<file path="src/hw/rtl/ppt_pkg.sv">
package ppt_pkg;

  localparam logic [2:0] OP_CREATE    = 3'd0;
  localparam logic [2:0] OP_REMOVE    = 3'd1;
  localparam logic [2:0] OP_LOOKUP_ID = 3'd2;
  localparam logic [2:0] OP_LOOKUP_NM = 3'd3;
  localparam logic [2:0] OP_READ_POS  = 3'd4;

  localparam logic [2:0] ST_OK        = 3'd0;
  localparam logic [2:0] ST_NOT_FOUND = 3'd1;
  localparam logic [2:0] ST_BAD_PRIO  = 3'd2;
  localparam logic [2:0] ST_FULL      = 3'd3;
  localparam logic [2:0] ST_KERNEL    = 3'd4;

  localparam int POS_RANGE = 16;

  typedef struct packed {
    logic [2:0]         opcode;
    logic [63:0]        name_key;
    logic signed [7:0]  priority_in;
    logic [15:0]        id_key;
    logic [3:0]         position;
  } in_t;

  typedef struct packed {
    logic [2:0]  status;
    logic [15:0] proc_id;
    logic [15:0] parent_id;
    logic [6:0]  priority_out;
    logic        run_state;
    logic [63:0] name_out;
  } out_t;

  typedef struct packed {
    logic [15:0] id;
    logic [15:0] parent;
    logic [6:0]  prio;
    logic        run;
    logic [63:0] name;
  } entry_t;

  typedef struct packed {
    logic cmp;
    logic load;
    logic up;
    logic down;
  } cell_ctl_t;

  typedef struct packed {
    logic [15:0] id;
    logic [63:0] name;
    logic [6:0]  prio;
  } cell_key_t;

  typedef struct packed {
    logic id;
    logic name;
    logic prio_ge;
  } cell_hit_t;

endpackage

</file>
<file path="src/hw/rtl/ppt_cell.sv">
module ppt_cell (
  input  logic               clk,
  input  logic               rst,
  input  ppt_pkg::entry_t    init_entry,
  input  logic               init_valid,
  input  ppt_pkg::cell_ctl_t ctl,
  input  ppt_pkg::cell_key_t key,
  input  ppt_pkg::entry_t    new_entry,
  input  ppt_pkg::entry_t    left_entry,
  input  logic               left_valid,
  input  ppt_pkg::entry_t    right_entry,
  input  logic               right_valid,
  output ppt_pkg::entry_t    entry,
  output logic               valid,
  output ppt_pkg::cell_hit_t hit
);
  import ppt_pkg::*;

  always_ff @(posedge clk) begin
    if (rst) begin
      entry <= init_entry;
      valid <= init_valid;
      hit   <= '0;
    end else begin
      if (ctl.load) begin
        entry <= new_entry;
        valid <= 1'b1;
      end else if (ctl.up) begin
        entry <= left_entry;
        valid <= left_valid;
      end else if (ctl.down) begin
        entry <= right_entry;
        valid <= right_valid;
      end
      if (ctl.cmp) begin
        hit.id      <= valid && (entry.id == key.id);
        hit.name    <= valid && (entry.name == key.name);
        hit.prio_ge <= valid && (entry.prio >= key.prio);
      end
    end
  end

endmodule

</file>
<file path="config.mk">
export PLATFORM = sky130hd
export DESIGN_NAME = ppt_cell
export DESIGN_NICKNAME = d
export VERILOG_FILES = /design/src/hw/rtl/ppt_pkg.sv /design/src/hw/rtl/ppt_cell.sv
export SDC_FILE = /design/constraint.sdc
export NUM_CORES = 1
export LEC_CHECK = 0
export BUFFER_PORTS_ARGS = -buffer_cell sky130_fd_sc_hd__buf_2
export CAP_MARGIN = 20
export CORE_AREA = 3 3 243 245
export DETAILED_ROUTE_END_ITERATION = 8
export DIE_AREA = 0 0 246 248
export SKIP_CTS_REPAIR_TIMING = 1
export SKIP_LAST_GASP = 1
export SYNTH_ARGS = -nofsm -noshare
export SYNTH_HDL_FRONTEND = slang
export SYNTH_SLANG_ARGS = --single-unit
</file>
<file path="constraint.sdc">
create_clock -name clk -period 8.8 [get_ports clk]
set_clock_uncertainty 0.1 [all_clocks]
set_input_delay 1.32 -clock clk [delete_from_list [all_inputs] [get_ports clk]]
set_output_delay 1.32 -clock clk [all_outputs]
set_load 0.05 [all_outputs]
</file>
==> results of run 1 <==
Yosys cell counts, types with 4 or more instances:
| master | number |
|---|---|
| nand2_1 | 107 |
| a21oi_1 | 109 |
| nand4_1 | 15 |
| xnor2_1 | 55 |
| mux2i_1 | 104 |
| inv_1 | 16 |
| o21ai_1 | 105 |
| nor2_1 | 108 |
| edfxtp_1 | 105 |
| buf_2 | 9 |
| clkbuf_1 | 42 |
| nor3_1 | 4 |
| xor2_1 | 16 |
| ha_1 | 7 |
path summary, 6_finish.rpt:
check,startpoint,endpoint,slack (ns),cells past startpoint
hold reg to reg,hit[2],hit[2],0.37,2
setup / recovery,key[11],hit[1],5.28,6
hold / removal,hit[2],hit[2],0.37,2
setup reg to reg,entry[4],hit[1],5.90,5
flip-flops by register name, summed over array words and instances, names as in the netlist:
register  count
entry       104
valid         1
hit           3
metal layers:
metal | up-vias | share of wire (%) | global-route usage, %
met5 | - | 0.12 | 0
met4 | 8 | 1.9 | 3.421
met3 | 45 | 7.6 | 3.392
met2 | 404 | 51 | 22.96
met1 | 3702 | 40 | 14.24
li1 | 4147 | - | -
cell type report:
class                      count  area, um^2  area share, %
tap                          765       957.2          8.184
multi-input combinational    659        3983          34.05
clock buffer                   9       225.2          1.926
sequential                   108        3213          27.47
clock inverter                 7       77.57         0.6633
timing repair buffer         626        3169          27.10
inverter                      16       60.06         0.5135
antenna                        4       10.01        0.08559
placed cells by master, fill, tap and decap left out, drive strengths merged, types with 2 or more instances in the layout:
cell     instances
buf            626
a21oi          109
nor2           108
nand2          107
o21ai          107
edfxtp         105
mux2i          104
xnor2           55
inv             19
xor2            16
nand4           16
clkbuf           9
ha               7
nor4             5
diode            4
nor3             4
o2bb2ai          3
dfxtp            3
o22ai            3
clkinv           3
nor2b            2
a211oi           2
nand2b           2
or4              2
where the power goes:
part           internal, uW  switching (uW)  leakage (uW)  total [uW]
combinational           215             418       0.00424         633
clock                   202             235      0.000144         437
sequential              630            53.3       0.00116         683
worst register-to-register path: cells and delay by family, from the launching register on:
family	cells	cell delay, ns
xor+xnor	1	0.70
compound gates	1	0.15
flops	1	0.41
simple gates	3	1.49
through the flow:
step | cells | total power (uW) | setup WS [ns] | hold slack, ns
after floorplan | 842 | 1057 | 4.127 | 0.5874
after global placement | 2174 | 1341 | 4.549 | 0.3548
after detailed placement | 2174 | 1343 | 4.493 | 0.3684
after CTS | 2190 | 1807 | 4.935 | 0.3813
after global routing | 2192 | 1856 | 5.012 | 0.3993
final | 2194 | 1753 | 5.278 | 0.3747
logic make-up after synthesis:
kind of cell	after synthesis	share of synthesized area, %
buffers and inverters	75	4.375
multiplexers	104	13.84
flip-flops	108	42.72
adder cells (fa/ha/maj)	7	1.164
AO/OA/AOI/OAI	229	15.80
AND/OR/NAND/NOR	248	13.82
XOR/XNOR	71	8.268
==> impl_metrics.yaml, run 1 <==
floorplanning:
  pin_count: 620
  num_rows: 88
  floorplan.initialDensity_pct: 13.11
  die_w_um: 246
  die_h_um: 248
  core_um2: 57370
  dieArea_um2: 61010
clock_network:
  cts.sinks: 108
  clockBufferDepth: 2
  ctsHtreeMaxLevel: 3
  clkLatencyLatePin_ns: 0.39
  numCtsBuffers: 9
  clkTransAtPathRegs_ns: 0.09
  cts_tree: "done"
  cts_root_buf: "clkbuf_16"
timing:
  fin_crit_sh_pct: 40.02
  tns_ns: 0
  rsz0062_at_grt: "false"
  worst_pin_slew_ns: 0.8775
  slew-limit-headroom_pct: 41.50
  max_freq_ghz: 0.2840
  period_needed_ns: 3.522
  hold_viol: 0
  setup_viol: 0
  finalMaxSlewViolations: 0
synthesis:
  synthTopCellsByArea: "edfxtp_1, mux2i_1, a21oi_1, o21ai_1, xnor2_1"
  synth_top_area_share_pct: 41.92
  ys_seq_elements: 108
  synth_area_um2: 7521
  synth_nets: 1361
  synth_edf_count: 105
  synthCells: 842
  syn_area_per_cell_um2: 8.932
  async_flop_share_pct: 0
  synth_warnings: 0
  yosys.area.top_type: "edfxtp_1"
  ys_types: 38
  synth-seq-area-share_pct: 42.72
  synthFlopType: "edfxtp_1"
setup_path:
  crit_arrival_ns: 3.74
  max_stage_delay_ns: 0.80
  critical_path_class: "primary input to register"
  crit_chain: "buf_2, xnor2_1, nand4_1, nor4_1, nand4_1, o22ai_2"
  endpoint_kind: "register"
  cp_num_buf_inv: 1
  path_delay_family: "simple AND/OR/NAND/NOR gates"
  startpoint_type: "primary input"
  crit_required_ns: 9.02
  cp_slowest_cell: "nor4_1"
  crit_fanout: 1
  path_common_cell: "nand4_1"
drt:
  wl_per_cell_um: 18.56
  via_per_inst: 3.786
  vias: 8306
  drt-initial-drc-count: 323
  ant_nets: 0
  drcViolationCount: 0
  routed_wl_um: 40710
  drt_pre_antenna_iters: 5
cells_and_area:
  postLayoutCellArea_um2: 11700
  layout.nets: 1939
  syn2layout_area_growth_pct: 55.50
  fillCellCount: 6502
  drive_gt1_share_pct: 45.54
  fin_util_pct: 20.39
grt:
  grt_max_degree: 87
  grt_pass1_wl_um: 53530
  antenna_found_initial: 13
  gr-usage-all-layers_pct: 12.52
  grt_pass1_vias: 8006
  grt_overflow: 0
pwr:
  power.leakage_uw: 0.005544
  powerDensity_nw_per_um2: 149.9
  vdd_drop_max_v: 0.00009292
placed_design:
  place_area_um2: 11380
  io_buffers: 619
  dp_hpwl_um: 34530
  gp_congestion: 0.8246
status:
  status: "complete, no violations"
flow_run:
  max_cap_violations: 0
hold_path:
  hold_path_class: "register to register"
(Power assumes the default switching activity.)
==> run 2: changes to the inputs <==
ABC_AREA = 1   (was default)
clock period = 2.85 ns   (was 8.8 ns; I/O delays follow)
==> run 2 against run 1 <==
  * Sequential share of layout area shrank 2.0 points
  * Sequential power grew to 3.1 times the previous value
  * Final cell count grew 10%
  * First-iteration DRC count grew 84%
  * Total power grew to 3.1 times the previous value
  * Count of clock-buffer cells in the layout grew 1
  * Core utilization grew 1.6 points
  * Highest routed layer unchanged
==> impl_metrics.yaml, run 2 <==
timing:
  setup_viol: 0
  tns_ns: 0
  max_freq_ghz: 0.5378
  fin_crit_sh_pct: 65.25
  finalMaxSlewViolations: 0
  worst_pin_slew_ns: 0.7718
  timing.hold.ws_ns: 0.2397
  slew-limit-headroom_pct: 48.55
  hold_viol: 0
  setup_ws_ns: 0.9904
  period_needed_ns: 1.860
  rsz0062_at_grt: "false"
setup_path:
  max_stage_delay_ns: 0.45
  crit_arrival_ns: 2.01
  path_delay_family: "buffers and inverters"
  crit_start: "rst"
  r2r_end: "hit[1]"
  cp_num_buf_inv: 4
  endpoint: "entry[1]"
  crit_chain: "buf_4, nor2_4, inv_4, buf_12, o311ai_0, buf_2"
  critical_path_class: "primary input to register"
  cp.depth: 6
  cp_slowest_cell: "o311ai_0"
  endpoint_kind: "register"
  r2r_setup_slack_ns: 1.00
  crit_required_ns: 3.00
  reg2reg_from: "valid"
  ff2ff_path_depth: 8
  startpoint_type: "primary input"
  crit_fanout: 55
pwr:
  p_sw_share_pct: 40.84
  total_power_uw: 5495
  clkPwrFrac_pct: 24.1
  seq_power_share_pct: 38.4
  vdd_drop_max_v: 0.0002932
  combPwrFrac_pct: 37.5
  internal-power_uw: 3251
  power.leakage_uw: 0.006070
  p_switching_uw: 2244
  powerDensity_nw_per_um2: 435.5
floorplanning:
  floorplan.initialDensity_pct: 14.63
  die_w_um: 246
  die_h_um: 248
  dieArea_um2: 61010
  num_rows: 88
  pin_count: 620
  core_um2: 57370
grt:
  gr-usage-all-layers_pct: 13.08
  grt_max_degree: 105
  grt_overflow: 0
  grt_pass1_wl_um: 59000
  grt_pass1_vias: 9355
  antenna_found_initial: 4
hold_path:
  hp-start: "init_entry[80]"
  hold_path_class: "primary input to register"
flow_run:
  max_cap_violations: 0
clock_network:
  cts.sinks: 108
  clockBufferDepth: 2
  cts_root_buf: "clkbuf_16"
  clkTransAtPathRegs_ns: 0.09
  ctsHtreeMaxLevel: 3
  cts_tree: "done"
  clkLatencyLatePin_ns: 0.39
  numCtsBuffers: 9
synthesis:
  ys_seq_elements: 108
  synth_edf_count: 105
  synth_nets: 1588
  yosys.area.top_type: "edfxtp_1"
  synthCells: 1069
  synthTopCellsByArea: "edfxtp_1, o311ai_2, nor2_1, nand2_1, nand3_1"
  synth.most_common_cell: "nor2_1"
  synth_warnings: 0
  synth_top_area_share_pct: 37.57
  ys_top_cells_by_count: "nor2_1, nand2_1, nand3_1, edfxtp_1, inv_1"
  syn_area_per_cell_um2: 7.850
  synthFlopType: "edfxtp_1"
  synth_area_um2: 8392
  synth-seq-area-share_pct: 38.29
  async_flop_share_pct: 0
  ys_types: 31
status:
  status: "complete, no violations"
drt:
  drt_pre_antenna_iters: 5
  routed_wl_um: 42470
  via_per_inst: 4.106
  drcViolationCount: 0
  ant_nets: 0
  drt-initial-drc-count: 595
  vias: 9937
  wl_per_cell_um: 17.55
cells_and_area:
  regMostFlops: "entry"
  syn2layout_area_growth_pct: 50.35
  layout_commonest_cell: "buf_2"
  fillCellCount: 6480
  mostFrequentLayoutCells: "buf_2, nor2_1, nand2_1, nand3_1, edfxtp_1"
  layout.nets: 2165
  drive_gt1_share_pct: 44.46
  reg.largest.list: "entry: 104 flops, hit: 3 flops, valid: 1 flops"
  largest_reg_flops: 104
placed_design:
  dpl_worst_slack_ns: 0.5993
  dp_hpwl_um: 34110
  io_buffers: 619
  gp_congestion: 0.8739
-- run 2: changes by cell type after synthesis, moves of 70 or more --
cell | before | now
mux2i_1 | 104 | 0
nand3_1 | 1 | 117
nor2_1 | 108 | 270
nand2_1 | 107 | 236
o311ai_2 | 0 | 70
inv_1 | 16 | 96
a21oi_1 | 109 | 8
o21ai_1 | 105 | 0
-- run 2: how the worst min path moves through the flow --
stage	end	slack [ns]	cells after the start
floorplan	hit[0]	0.51	3
global placement	hit[2]	0.35	2
detailed placement	hit[2]	0.38	2
CTS	entry[62]	0.19	3
global route	entry[69]	0.22	3
finish	entry[80]	0.24	3
-- run 2: per-layer routing --
metal / global-route usage [%] / share of wire, %
met1: 17.00 / 42
met2: 20.96 / 48
met3: 2.863 / 8.0
met4: 5.401 / 2.4
met5: 0 / 0.031
-- run 2: logic make-up (layout without fill, tap and decap cells) --
logic type,after synthesis,in the layout,share of synthesized area [%]
flip-flops,108,108,38.29
AND/OR/NAND/NOR,639,639,30.86
other,0,4,0
buffers and inverters,168,750,9.095
adder cells (fa/ha/maj),7,7,1.044
XOR/XNOR,19,19,1.983
AO/OA/AOI/OAI,128,128,18.73
-- run 2: through the flow --
step	area (um^2)	instances	utilization (%)
6_report	12620	2420	21.99
5_1_grt	12610	2419	21.99
4_1_cts	12610	2416	21.98
3_5_place_dp	12330	2400	21.49
3_3_place_gp	12320	2399	21.48
2_1_floorplan	8394	1069	-
-- run 2: area by class of cell --
| cell class | instances | area (um^2) | area share (%) |
|---|---|---|---|
| multi-input cells | 793 | 4432 | 35.12 |
| repair buffers | 635 | 3348 | 26.54 |
| flip-flops and latches | 108 | 3213 | 25.47 |
| well taps | 765 | 957.2 | 7.586 |
| inverters | 99 | 379.1 | 3.005 |
| clock buffers | 10 | 229.0 | 1.815 |
| clock inverters | 6 | 48.80 | 0.3868 |
| diodes | 4 | 10.01 | 0.07933 |
-- run 2: power by group through the flow --
| stage | sequential, uW | clock [uW] | combinational [uW] |
|---|---|---|---|
| floorplan | 2720 | 0 | 663 |
| global placement | 2140 | 0 | 2070 |
| detailed placement | 2150 | 0 | 2070 |
| CTS | 2110 | 1410 | 2080 |
| global route | 2130 | 1450 | 2220 |
| finish | 2110 | 1330 | 2060 |
-- run 2: tightest hold or removal path: cells and delay by family --
| kind | cells | cell delay [ns] |
|---|---|---|
| AOI/OAI and AO/OA | 1 | 0.07 |
| buffers and inverters | 1 | 0.07 |
| and+or+nand+nor | 1 | 0.05 |
